--- src/rtl/core/lzsd_pkg.sv ---
// Shared constants and controller/datapath handshake types for the LZSS decoder.
// No dependencies; imported by every module of the block.
`timescale 1ns / 1ps

package lzsd_pkg;

  // Default token geometry
  localparam int LZSD_OFFSET_BITS = 13;
  localparam int LZSD_LENGTH_BITS = 4;
  localparam int LZSD_MIN_MATCH   = 3;

  // A literal token is one flag bit plus one byte
  localparam int LZSD_LIT_TOKEN_BITS = 9;

  // Configuration register map
  localparam int  LZSD_CFG_ADDR_W    = 3;
  localparam int  LZSD_CFG_DATA_W    = 32;
  localparam logic LZSD_REG_OUTPUT_SIZE = 1'b0;

  // Controller to datapath
  typedef struct packed {
    logic load;       // take the input item, parse its bits
    logic rd;         // issue a dictionary read
    logic emit_lit;   // write and present the literal
    logic emit_copy;  // write and present the byte just read
  } lzsd_cmd_t;

  // Datapath to controller
  typedef struct packed {
    logic tok_lit;    // this item completes a literal token
    logic tok_match;  // this item completes a match token
    logic out_free;   // output register can take a byte
    logic final_byte; // the copy byte in hand ends the run
  } lzsd_status_t;

endpackage

--- src/rtl/core/lzsd_regs.sv ---
// APB-style configuration register file for the LZSS decoder (output size).
// Depends on lzsd_pkg for the register map.
`timescale 1ns / 1ps

module lzsd_regs
  import lzsd_pkg::*;
(
  input  logic                       clk,
  input  logic                       rst_n,
  input  logic                       cfg_psel,
  input  logic                       cfg_penable,
  input  logic                       cfg_pwrite,
  input  logic [LZSD_CFG_ADDR_W-1:0] cfg_paddr,
  input  logic [LZSD_CFG_DATA_W-1:0] cfg_pwdata,
  output logic [LZSD_CFG_DATA_W-1:0] cfg_prdata,
  output logic                       cfg_pready,
  output logic [LZSD_CFG_DATA_W-1:0] output_size
);

  logic [LZSD_CFG_DATA_W-1:0] output_size_r;
  logic                       wr_en;
  logic                       sel_size;

  assign cfg_pready = 1'b1;
  assign sel_size   = (cfg_paddr[2] == LZSD_REG_OUTPUT_SIZE);
  assign wr_en      = cfg_psel & cfg_penable & cfg_pwrite & cfg_pready;

  always_ff @(posedge clk) begin
    if (!rst_n) begin
      output_size_r <= '0;
    end else if (wr_en && sel_size) begin
      output_size_r <= cfg_pwdata;
    end
  end

  assign cfg_prdata  = sel_size ? output_size_r : '0;
  assign output_size = output_size_r;

endmodule

--- config.mk ---
export PLATFORM = sky130hd
export DESIGN_NAME = lzsd_regs
export DESIGN_NICKNAME = d
export VERILOG_FILES = /design/src/rtl/core/lzsd_pkg.sv /design/src/rtl/core/lzsd_regs.sv
export SDC_FILE = /design/constraint.sdc
export NUM_CORES = 1
export LEC_CHECK = 0
export BUFFER_PORTS_ARGS = -buffer_cell sky130_fd_sc_hd__buf_2
export CAP_MARGIN = 15
export CORE_ASPECT_RATIO = 0.8
export CORE_UTILIZATION = 41
export CTS_CLUSTER_SIZE = 40
export DETAILED_ROUTE_END_ITERATION = 8
export PLACE_DENSITY_LB_ADDON = 0.12
export SYNTH_ARGS = -nofsm -noshare
export SYNTH_HDL_FRONTEND = slang
export SYNTH_SLANG_ARGS = --single-unit
--- constraint.sdc ---
create_clock -name clk -period 2.05 [get_ports clk]
set_input_delay 0.5125 -clock clk [delete_from_list [all_inputs] [get_ports clk]]
set_output_delay 0.5125 -clock clk [all_outputs]
set_load 0.005 [all_outputs]
# Yosys cells after proc, flatten, opt, wreduce, memory -nomap -nowiden
# Index checks and enable logic that the tools add are counted.
dict set report word_totals {
  mem_bits_ro 0
  output_inout_bits 65
  ff_bits 32
  memories 0
  ramBits 0
  latchBits 0
}
dict set report op_classes {
  magnitude_cmp 0
  multipliers 0
  add_sub_neg 0
  bitwise_logic 3
  div_mod_pow 0
  n_reduce_logical 1
  muxes 1
  eq_ne 0
  shifts 0
}
# op count
set op_table {}
lappend op_table {{$mux 32} 1}
lappend op_table {{$and 1x1->1} 2}
lappend op_table {{$logic_and 1x1->1} 1}
lappend op_table {{$not 1->1} 1}

# Logic depth before layout (Yosys ltp)
dict set report depth {
  depth_word 3
  depth_mapped 4
  mapped_depth_nobuf 2
}

# Worst setup path after synthesis
# Ideal clock, no wire load.
dict set report synth_timing {
  path_type {input -> output}
  start {input port cfg_paddr[2]}
  end {output port cfg_prdata[0]}
  arrival_time_ns 0.850
  path_slack_ns 0.687
  n_path_buf 1
  path_stages 2
  path_cell_list {clkbuf_1 nor2b_1}
}
dict set report synth_between {
  elab_chain_len 1
}
# item line_no
set synth_rtl {}
lappend synth_rtl {{start: declaration} lzsd_regs.sv:13} ;# input logic [LZSD_CFG_ADDR_W-1:0] cfg_paddr,
lappend synth_rtl {{$mux 32} lzsd_regs.sv:36} ;# assign cfg_prdata = sel_size ? output_size_r : '0;
lappend synth_rtl {{end: declaration} lzsd_regs.sv:15} ;# output logic [LZSD_CFG_DATA_W-1:0] cfg_prdata,
# No other way between the ends.

# Final worst setup path
dict set report layout_timing {
  start {input port cfg_paddr[2]}
  end {output port cfg_prdata[7]}
}
# The elaborated chain is that of the path after synthesis.

==> results.py <==
metrics = {
    "run_status": {
        "outcome": "complete, but fails checks",
        "violations": "DRC",
    },
    "global_routing": {
        "grt_max_degree": 65,
        "grt_usage_pct": 16.1,
        "grt_pass1_wl_um": 5060,
        "antenna_found_initial": 0,
        "grt_pass1_vias": 1099,
        "gr-total-overflow": 0,
    },
    "synth": {
        "synth_seq_area_share_pct": 41.7,
        "synth_top_cell_area_share_pct": 41.7,
        "synth_seq_cells": 32,
        "synth_area_mm2": 0.00154,
        "synth_top_cells_by_area": "dfxtp_1 42%, mux2i_1 21%, nand2_1 16%, nor2b_1 12%, buf_12 3.9%",
        "synth_cell_type_count": 12,
        "yosysTopAreaCell": "dfxtp_1",
        "yosysWarnings": 0,
        "synth_area_per_cell_um2": 8.69,
        "synth_nets": 217,
        "postSynthCellCount": 177,
    },
    "clock_network": {
        "cts_resized": 0,
        "cts_post_setup_buffers_inserted": 0,
        "clk_pin_slew_ps": 60,
        "htreeDepth": 2,
        "cts_tree": "done",
        "cts_max_path_buffers": 2,
        "cts_hold_buf": 0,
        "numClockSinks": 32,
        "numCtsBuffers": 5,
        "cts_root_buf": "clkbuf_8",
        "clk_latency_ps": 270,
    },
    "pwr": {
        "power_density_mw_per_mm2": 603,
        "p_leak_uw": 0.00110,
        "max-vdd-ir-drop_mv": 0.427,
    },
    "floorplanning": {
        "rows": 19,
        "die_w_um": 70.5,
        "core-area_mm2": 0.00352,
        "ioPinCount": 105,
        "die_area_mm2": 0.00400,
        "die_h_um": 56.8,
        "initial_core_util_pct": 43.7,
    },
    "sta": {
        "setup_viol": 0,
        "whs_ps": 461,
        "min_period_ps": 1770,
        "drv_slew": 0,
        "tns_ps": 0,
        "rsz0062_at_grt": "no",
        "period_share_pct": 86.3,
        "hold_viol_final": 0,
        "fmax_mhz": 566,
        "clock_skew_ps": 0,
    },
    "drt": {
        "drt_iter0_drc": 53,
        "via_per_inst": 4.40,
        "drcViolationCount": 10,
        "wirelength_um": 3210,
        "via_count": 1391,
        "postRouteAntennaNets": 0,
        "avgRoutedWirePerCell_um": 10.2,
        "detail_route.first_pass.iterations": 6,
    },
    "worst_setup_path": {
        "required_ps": 1540,
        "endpoint_kind": "output pin",
        "crit_fanout": 19,
        "startpoint_type": "input port",
        "worstSetupPathType": "input port to output pin",
        "worstPathArrival_ps": 1260,
    },
    "place": {
        "dp.cells": 309,
        "gp_congestion": 0.670,
        "port_buffers": 101,
        "dpl.hpwl_um": 2280,
    },
    "cells_and_area": {
        "drive_above_1_share_pct": 42.0,
        "synthToLayoutAreaGrowth_pct": 38.6,
        "final_nets": 314,
        "diodes": 0,
        "layout.cells.non_filler": 316,
        "largest_reg_flops": 32,
        "fin_util_pct": 60.6,
    },
    "min_path": {
        "holdCritPathClass": "flip-flop to flip-flop",
    },
    "flow_run": {
        "drv_cap": 0,
    },
}
[kinds of logic after synthesis]
| family | share of synthesized area, % |
|---|---|
| muxes | 20.8 |
| DFF | 41.7 |
| buffers and inverters | 7.65 |
| and+or+nand+nor | 29.6 |
| other | 0.244 |
[placed cells by master (no fill, tap or decap)]
cell type / Yosys / routed
and2b_2: 2 / 2
nor2b_1: 30 / 30
buf_4: 1 / 2
and4b_2: 0 / 1
buf_2: 1 / 101
buf_12: 3 / 2
clkbuf_8: 0 / 7
dfxtp_1: 32 / 32
conb_1: 1 / 1
nand2_1: 64 / 64
mux2i_1: 32 / 32
[Yosys cell counts, drive strengths merged]
| cell type | instances |
|---|---|
| and2b | 2 |
| nand2 | 64 |
| buf | 6 |
| clkbuf | 9 |
| mux2i | 32 |
| dfxtp | 32 |
| and4b | 1 |
| conb | 1 |
| nor2b | 30 |
[layer usage]
layer	up-vias	wire length, µm	GRT usage, %
met3	5	227	5.03
met1	591	1490	19.9
li1	745	-	-
met2	50	1460	26.4
met5	-	0	0
met4	0	31	6.12
[final cells by class]
cell class                      count  area (µm²)
Sequential cell                    32         641
Timing Repair Buffer              105         561
Fill cell                         333        1390
Clock buffer                        7        96.3
Multi-Input combinational cell    130         781
Tap cell                           42        52.6
[per-stage QoR]
stage	area (µm²)	power (µW)	setup slack, ps
floorplan	1540	735	687
finish	2130	1280	282
CTS	2130	1310	266
global route	2130	1350	220
detailed placement	2030	797	266
global placement	2030	796	266
[path summary, 6_finish.rpt]
check | startpoint | to | slack [ps] | cells past startpoint
hold / removal | output_size[4] | output_size[4] | 460 | 2
hold reg to reg | output_size[4] | output_size[4] | 460 | 2
setup / recovery | cfg_paddr[2] | cfg_prdata[7] | 280 | 4
setup reg to reg | output_size[15] | output_size[15] | 1450 | 2
[where the power goes]
| group | switching (µW) | internal [µW] | leakage (µW) | total (µW) |
|---|---|---|---|---|
| Clock | 205 | 298 | 0.0000503 | 503 |
| Sequential | 8.67 | 636 | 0.000259 | 645 |
| Combinational | 66.3 | 70.5 | 0.000787 | 137 |
| Total | 280 | 1000 | 0.00110 | 1280 |
[worst max-delay path: stages]
cell,delay (ps)
buf_2,290
buf_4,260
nor2b_1,70
buf_2,120
(Power assumes the default switching activity.)
