===== src/rtl/core/lzsd_pkg.sv =====
// Shared constants and controller/datapath handshake types for the LZSS decoder.
// No dependencies; imported by every module of the block.
`timescale 1ns / 1ps

package lzsd_pkg;

  // Default token geometry
  localparam int LZSD_OFFSET_BITS = 13;
  localparam int LZSD_LENGTH_BITS = 4;
  localparam int LZSD_MIN_MATCH   = 3;

  // A literal token is one flag bit plus one byte
  localparam int LZSD_LIT_TOKEN_BITS = 9;

  // Configuration register map
  localparam int  LZSD_CFG_ADDR_W    = 3;
  localparam int  LZSD_CFG_DATA_W    = 32;
  localparam logic LZSD_REG_OUTPUT_SIZE = 1'b0;

  // Controller to datapath
  typedef struct packed {
    logic load;       // take the input item, parse its bits
    logic rd;         // issue a dictionary read
    logic emit_lit;   // write and present the literal
    logic emit_copy;  // write and present the byte just read
  } lzsd_cmd_t;

  // Datapath to controller
  typedef struct packed {
    logic tok_lit;    // this item completes a literal token
    logic tok_match;  // this item completes a match token
    logic out_free;   // output register can take a byte
    logic final_byte; // the copy byte in hand ends the run
  } lzsd_status_t;

endpackage


===== src/rtl/core/lzsd_ctrl.sv =====
// Sequencing state machine of the LZSS decoder: accept, literal emit, copy read/write.
// Depends on lzsd_pkg for the command and status structs.
`timescale 1ns / 1ps

module lzsd_ctrl
  import lzsd_pkg::*;
(
  input  logic         clk,
  input  logic         rst_n,
  input  logic         in_tvalid,
  output logic         in_tready,
  input  lzsd_status_t st,
  output lzsd_cmd_t    cmd
);

  localparam logic [1:0] S_IDLE = 2'd0;
  localparam logic [1:0] S_LIT  = 2'd1;
  localparam logic [1:0] S_RD   = 2'd2;
  localparam logic [1:0] S_WR   = 2'd3;

  logic [1:0] state_r;
  logic [1:0] state_nxt;

  always_comb begin
    state_nxt = state_r;
    cmd       = '0;
    in_tready = 1'b0;
    unique case (state_r)
      S_IDLE: begin
        in_tready = 1'b1;
        if (in_tvalid) begin
          cmd.load = 1'b1;
          if (st.tok_lit) begin
            state_nxt = S_LIT;
          end else if (st.tok_match) begin
            state_nxt = S_RD;
          end
        end
      end
      S_LIT: begin
        if (st.out_free) begin
          cmd.emit_lit = 1'b1;
          state_nxt    = S_IDLE;
        end
      end
      S_RD: begin
        cmd.rd    = 1'b1;
        state_nxt = S_WR;
      end
      S_WR: begin
        if (st.out_free) begin
          cmd.emit_copy = 1'b1;
          state_nxt     = st.final_byte ? S_IDLE : S_RD;
        end
      end
      default: state_nxt = S_IDLE;
    endcase
  end

  always_ff @(posedge clk) begin
    if (!rst_n) begin
      state_r <= S_IDLE;
    end else begin
      state_r <= state_nxt;
    end
  end

endmodule


===== config.mk =====
export PLATFORM = sky130hd
export DESIGN_NAME = lzsd_ctrl
export DESIGN_NICKNAME = d
export VERILOG_FILES = /design/src/rtl/core/lzsd_pkg.sv /design/src/rtl/core/lzsd_ctrl.sv
export SDC_FILE = /design/constraint.sdc
export NUM_CORES = 1
export LEC_CHECK = 0
export ABC_CLOCK_PERIOD_IN_PS = 1000
export BUFFER_PORTS_ARGS = -buffer_cell sky130_fd_sc_hd__buf_2
export CAP_MARGIN = 20
export CORE_AREA = 5 5 42 44
export DETAILED_ROUTE_END_ITERATION = 8
export DIE_AREA = 0 0 47 49
export SLEW_MARGIN = 40
export SYNTH_ARGS = -nofsm -noshare
export SYNTH_HDL_FRONTEND = slang
export SYNTH_SLANG_ARGS = --single-unit

===== constraint.sdc =====
create_clock -name clk -period 1 [get_ports clk]
set_input_delay 0.2 -clock clk [delete_from_list [all_inputs] [get_ports clk]]
set_output_delay 0.2 -clock clk [all_outputs]
set_load 0.02 [all_outputs]

Word-level counts from Yosys, hierarchy flattened
Cells that the tools add are included.
{"block": "totals", "register_bits": 2, "inputBits": 7, "output_inout_bits": 5, "wordCells": 24}
{"block": "op_classes", "eq_ne": 7, "muxes": 14, "reduce_logical": 2}
{"operator": "two-way mux 2 bit", "n": 6}
{"operator": "case mux 2 bit (4 select lines)", "n": 1}
{"operator": "two-way mux 1 bit", "n": 7}
{"operator": "!= test 2 bit, second input constant", "n": 3}
{"operator": "== test 2 bit, second input constant", "n": 2}
{"operator": "AND reduction 4 bit", "n": 1}
{"operator": "!= test 3 bit, second input constant", "n": 1}
{"operator": "== test 2 x 1 -> 1 bit, second input constant", "n": 1}
{"operator": "zero test 2 bit", "n": 1}

Longest topological paths before layout
Gate-level depths: netlist of the first run.
{"block": "logic_depth", "ltp_word": 4, "depth_mapped": 2, "mapped_depth_nobuf": 2}

Worst setup path after synthesis of the first run
Ideal clock, no wire load.
{"block": "synth_timing", "path_kind": "register -> output", "startpoint": "register state_r[0]", "endpoint": "output cmd[3] (netlist bit)", "t_arrival_ns": 0.952, "t_required_ns": 0.800, "slack_ns": -0.152, "path_stages_with_launch": 3, "path_buffers": 0, "cell_sequence": "dfxtp_1 > nor2_1 > and2_1"}
{"item": "start: declaration", "line": "lzsd_ctrl.sv:21", "source": "logic [1:0] state_r;"}
{"item": "start signal: assignment", "line": "lzsd_ctrl.sv:64", "source": "state_r <= state_nxt;"}
{"item": "end: declaration", "line": "lzsd_ctrl.sv:13", "source": "output lzsd_cmd_t cmd"}

==> results list, run 1 <==
* Result of the run: finished, violations left
- The checks that failed: negative setup slack.
- I/O pin total: 12
- The most critical setup path has its endpoint at cmd[2].
- Reg clk slew, reported paths: 30 ps
* Number of DRC markers after the initial detailed-route iteration: 1
- GR Overflow Total: 0
* Clock sink count: 2
* RSZ-0062 raised after global routing: true
* Fin crit period: 1138 ps
- The min-delay analysis places its worst path in the category input pin to flip-flop.
- In this run the horizontal extent of the chip is 47 µm.
- After synthesis, the most frequently instantiated cells are 2 x and3_2, 2 x dfxtp_1, 2 x nand2_1, 2 x nor2_1.
- Critical path launch point type: flip-flop
* Final Routed Wirelength: 391 µm
- For the worst-skew pair, the clock arrives at the later sink with an insertion delay of 220 ps.
* Number of antenna violations at the first check in global routing: 0
- In this run, distinct cell masters in the synthesized netlist total 10.
- Entering global routing, the biggest net connects 8 pins.
- Vias after detailed routing: 159
* Part of the Yosys area used for sequential elements: 34.78%
- From synthesis to final layout, the design area changed by 120.7%.
- Per-cell via count in the routed design: about 3.6
- state_r holds more flip-flops than any other register.
* Synth warnings: 0
- Synthesized flop and latch total: 2
* Post-Synthesis Net Count: 21
- The number of global-route vias before repair is 164.
* Max-slew violation count: 0
- Clock tree from TritonCTS: built
- Cells fill 18.13% of the core in the end.
- Required time at the worst-slack endpoint: 800 ps
* Top fanout value on the critical path: 7
* Synthesized area per cell: 8.222 µm²
- The net count of the finished layout is 37.
- Final setup violation count: 5
* Final design instance area without fill: about 250 µm²
- Max Freq: about 0.88 GHz
- Average detailed-routed wire length per instance: 8.886 µm
- No sink is reached through more buffers than the 2 on the longest clock path.
- The initialized floorplan defines 14 standard-cell rows.
- The number of setup buffers added after CTS is 0.
- Buffers inserted to repair hold after CTS numbered 0.
* Floorplan core area: 0.001401 mm²
- Once placement finished, the instance area stood at 198.9 µm².
* TritonCTS Buffers: 3
* Yosys top cell area share: roughly a third
- The critical path is of the flip-flop to primary output type.
- Number of antenna diodes: 0
- TNS Setup: -471.4 ps
- Flip-flop count of the largest register, all copies and words added: 2
- Power Dens Cells: 1437 mW/mm²
* GRT Overall Usage: 4.571%
* Fin worst setup slack: -138.4 ps
* Count of endpoints failing hold in the final timing report: 0
* Dominant synthesized flop cell: dfxtp_1
* End of the worst register-to-register path: state_r[0]
- The count of buffers added on input and output ports is 11.
- In the synthesized netlist the async set-or-reset flop fraction comes to 0%.
* Launch point of the worst path: state_r[0]
- The tree is rooted in a clkbuf_4.
- Sum of internal, switching and leakage power: 0.3651 mW
* Hold Worst Slack: 246.7 ps
- At the placement stage, the worst setup path has a slack of -17.86 ps.
* Number of max-cap violations: 0
* Headroom to the max-slew limit: just over 90%
- Counting flops with a built-in enable in the synthesized netlist gives 0.
* Peak ir drop on the vdd network: 366.7 µV
* Post-Layout Cell Count: 44
* Effective utilization at floorplan: slightly above 8%
- The largest registers in the layout are state_r (2).
* Floorplan die area: between 0.002 and 0.0025 mm²
* RD Place Congestion: 0.6317
- The first detailed-routing pass ran for 4 iterations.
* Number of standard cells after synthesis: 14
- Final cycle utilization of the critical path: 113.8%
- In this run the critical register-to-register path is launched from state_r[0].
- At the pin with the least slew margin, the transition time is 125.6 ps.
- Path depth of the worst reg2reg path: 2
* CTS HTree Levels: 1
- In this run the vertical extent of the chip is approximately 49 µm.
* Layout cells sized above 1: 75.00%
- After synthesis the cells add up to 115.1 µm².
- Yosys attributes the largest share of cell area to dfxtp_1 35%, and3_2 13%, a211o_1 7.6%, and2b_2 7.6%, nand4b_1 7.6%.
* Final routed DRC violation total: 0
- Wire length of the first global-routing pass: 696 µm
- The analysis attributes to cell leakage a power of about 0.13 nW.
- Worst Setup End Kind: primary output
- Between clock sinks in the finished design, the worst skew comes to approximately 2.5 ps.
- R2R Setup Slk: 110 ps
- Once detail routing completed, the nets flagged for antenna violations numbered 0.
* Critical path arrival: 940 ps
- The number of placed instances, taps included, is 41.
- Cell type with the highest aggregate area in the netlist: dfxtp_1
[per-layer routing]
| metal | share of wire, % | vias to the layer above | track usage [%] |
|---|---|---|---|
| li1 | - | 81 | - |
| met4 | 0 | 0 | 4.147 |
| met1 | 26 | 72 | 3.720 |
| met2 | 65 | 6 | 7.466 |
| met3 | 8.4 | 0 | 2.214 |
| met5 | 0 | - | 0 |
[power breakdown]
group | internal [mW] | total, mW | switching [mW]
clock network | 0.132 | 0.177 | 0.0448
registers | 0.0863 | 0.0974 | 0.0111
logic | 0.0512 | 0.0906 | 0.0394
[cells by family (layout without fill, tap and decap cells)]
kind of cell | Yosys count | count (layout) | share of synthesized area, %
AO/OA/AOI/OAI | 2 | 2 | 13.05
buffers and inverters | 0 | 14 | 0
AND/OR/NAND/NOR | 10 | 10 | 52.18
flip-flops | 2 | 2 | 34.78
[how the worst min path moves through the flow]
stage / endpoint / from / cells after the start
after global placement: state_r[0] / rst_n / 2
after detailed placement: state_r[0] / rst_n / 2
after CTS: state_r[0] / rst_n / 2
after global routing: state_r[0] / rst_n / 2
after floorplan: state_r[0] / rst_n / 1
final: state_r[0] / rst_n / 2
[critical path, cell delays in order (launching register included)]
cell	delay, ps
dfxtp_4	370
and2b_2	220
buf_6	130
[final cells by class]
type | count | area [µm²]
Tap cell | 16 | 20.02
Sequential cell | 2 | 47.55
Clock buffer | 3 | 22.52
Fill cell | 174 | 1147
Multi-Input combinational cell | 12 | 85.08
Timing Repair Buffer | 11 | 78.83
[timing repair]
| action | 4_1_cts | 5_1_grt |
|---|---|---|
| resized for setup | 13 | 0 |
| setup endpoints to repair | 5 | 5 |
| hold endpoints to repair | 0 | 0 |
| gates cloned | 0 | 0 |
| pin swaps | 1 | 2 |
[cell usage in the layout, fill, tap and decap left out, drive strengths merged]
cell type	n
buf	11
clkbuf	3
and3	3
nand2	2
dfxtp	2
nor2	2
and2b	1
and2	1
nand4b	1
o22ai	1
a211o	1
Note: power is estimated with default switching activity, not from simulation.
==> run 2, diff against run 1 <==
- ABC_CLOCK_PERIOD_IN_PS: 1000 -> 1350
- clock period: 1 -> 1.35 ns (I/O delays scaled with it)
==> run 2 against run 1 <==
Net effect:
- the flow now finishes without violations
- sequential power shrank 28%
- final area shrank 16%
- largest cell class unchanged
- die area is the same
==> results list, run 2 (same netlist as run 1, synthesis figures left out) <==
- Required time at the worst-slack endpoint: 1080 ps (+280 ps)
* Result of the run: finished, final reports clean
- Hold Worst Slack: 304.6 ps (+57.84 ps)
- Per-cell via count in the routed design: 3.432 (-5.0%)
- TritonCTS Buffers: 3 (unchanged)
- The standard-cell row count was 14 (unchanged).
- Fraction of power consumed by combinational cells: 20.6% (-4.2 points)
* Commonest non-fill, non-tap cells in the layout: 11 x buf_2, 3 x clkbuf_4
- Clock tree synthesis selected as its root buffer the cell clkbuf_4.
* Placed cell areas: 190.2 µm² (-4.4%)
- Number of antenna violations at the first check in global routing: 0 (unchanged)
- The max-slew violation total from the final report was 0 (unchanged).
* Die W: 47 µm (unchanged)
* Critical path arrival: 1000 ps (+60 ps)
- Registers with the highest flip-flop counts: state_r (2)
* Power Dens Cells: 1191 mW/mm² (-17%)
* Flip-flop count of the largest register, all copies and words added: 2 (unchanged)
* HPWL after detailed placement: between 300 and 400 µm
- Top fanout value on the critical path: 7 (unchanged)
- The critical path is of the flip-flop to primary output type.
* Number of inserted filler cells in the final layout: 171 (-1.7%)
- Floorplan core area: 0.001401 mm² (unchanged)
- The worst path uses 93.85% of the clock period.
- Vias after detailed routing: 151 (-5.0%)
- The post-cts sizing count came to 0 (-13).
- The number of global-route vias before repair came to 157 (-4.3%).
- The vertical extent of the die was 49 µm (unchanged).
* Setup repair bufs after CTS: 0 (unchanged)
* Register with the most flip-flops: state_r
- I/O pin total: 12 (unchanged)
* Final routed DRC violation total: 0 (unchanged)
* Final design instance area without fill: 212.7 µm² (-16%)
- The global-route usage over all layers is 4.076% (-0.50 points).
- Power share of the sequential group: 27.8% (+1.1 points)
- The clock insertion delay at the later pin of the skew report came to 220 ps (about the same).
- The final critical-path setup slack is 82.98 ps (+221.4 ps).
- The leakage power total is 0.1184 nW (-7.9%).
* Reg clk slew, reported paths: 30 ps (about the same)
- The starting utilization of the core area was 8.214% (unchanged).
* Fin crit period: 1267 ps
- The aggregate global routing overflow is 0 (unchanged).
- Area growth from synthesis to layout: 84.78%
- Number of iterations in the first detailed-routing pass: 2 (-2)
- Average detailed-routed wire length per instance: 9.068 µm (+2.0%)
* Switching part of the total: 26.37% (+0.26 points)
* Layout cells sized above 1: 60.71% (-14 points)
- STA classifies the critical path startpoint as a flip-flop.
* Pin count of the biggest net entering global routing: 8 (unchanged)
* Peak ir drop on the vdd network: 359.0 µV (-2.1%)
- Total of hold buffers inserted after clock tree synthesis: 0 (unchanged)
- The clock skew after layout came to 2.403 ps (-0.09831 ps).
* Remaining number of nets flagged by the antenna check after routing: 0 (unchanged)
* Design internal power: 0.1866 mW (-31%)
- Number of antenna diodes: 0 (unchanged)
- Worst-case setup slack after placement: 307.5 ps (+325.4 ps)
* Buffer levels on the longest clock path: 2 (unchanged)
* Most frequent standard cell in the layout excluding fill and tap cells: buf_2
* Nets: 37 (unchanged)
- Count of endpoints failing hold in the final timing report: 0 (unchanged)
- Headroom to the max-slew limit: 88.17% (-3.5 points)
- Clock tree from TritonCTS: built
- Worst Setup End Kind: primary output
- Max Freq: 0.7893 GHz
- TNS Setup: 0 ps (+471.4 ps)
- The clock sink total came to 2 (unchanged).
* Actual transition at the worst max-transition pin: 177.3 ps (+51.69 ps)
- The number of buffers inserted by port buffering came to 11 (unchanged).
- The final number of setup-violating endpoints came to 0 (-5).
- The worst hold path belongs to the class input pin to flip-flop.
- Number of DRC markers after the initial detailed-route iteration: 2 (+1)
* Floorplan die area: 0.002303 mm² (unchanged)
- RSZ-0062 raised after global routing: false
* Net switching component of the power: 0.06682 mW (-30%)
- The number of violations of the max-capacitance limit was 0 (unchanged).
* Portion of total power attributed to the clock network: 51.6% (+3.1 points)
- The number of H-tree branching levels was 1 (unchanged).
- The final weighted congestion in routability-driven placement was 0.6394 (+1.2%).
- Wire length of the first global-routing pass: 600 µm (-14%)
* Final Routed Wirelength: 399 µm (+2.0%)
## run 2: cell counts in the layout (fill, tap and decap cells not counted)
Identical to the previous run, type by type.
## run 2: area by class of cell
cell class	count	area (µm²)	share of cell area, %
clock buffers	3	22.52	10.59
multi-input cells	12	75.07	35.29
flip-flops and latches	2	40.04	18.82
well taps	16	20.02	9.412
repair buffers	11	55.05	25.88
## run 2: path summary, 6_finish.rpt
kind,start,to,cells past startpoint,slack [ps]
worst min-delay path,rst_n,state_r[0],2,300
worst max register to register,state_r[0],state_r[0],2,470
worst min register to register,state_r[1],state_r[1],2,530
worst max-delay path,state_r[0],cmd[2],2,80
## run 2: per-stage QoR
step / std cells / util [%] / power, mW
floorplan: 14 / - / 0.1004
global placement: 41 / 13.57 / 0.1247
detailed placement: 41 / 13.57 / 0.1248
CTS: 44 / 15.18 / 0.2636
global route: 44 / 15.18 / 0.2753
finish: 44 / 15.18 / 0.2534
## run 2: power by group through the flow
stage	logic, mW	clock network, mW	registers (mW)
floorplan	0.0305	0	0.0699
global placement	0.0539	0	0.0708
detailed placement	0.0536	0	0.0712
CTS	0.0537	0.139	0.0705
global route	0.0582	0.145	0.0716
finish	0.0522	0.131	0.0705
## run 2: routing by layer
| layer | wire length [µm] | GRT usage, % | part of all wire, % |
|---|---|---|---|
| met4 | 0 | 6.912 | 0 |
| met3 | 50 | 1.845 | 13 |
| met1 | 143 | 3.057 | 36 |
| met2 | 205 | 5.430 | 51 |
| met5 | 0 | 0 | 0 |
## run 2: worst max-delay path, cell delays in order, from the launching register on
cell and delay, ps:
dfxtp_1 390, and2b_2 230, buf_2 150
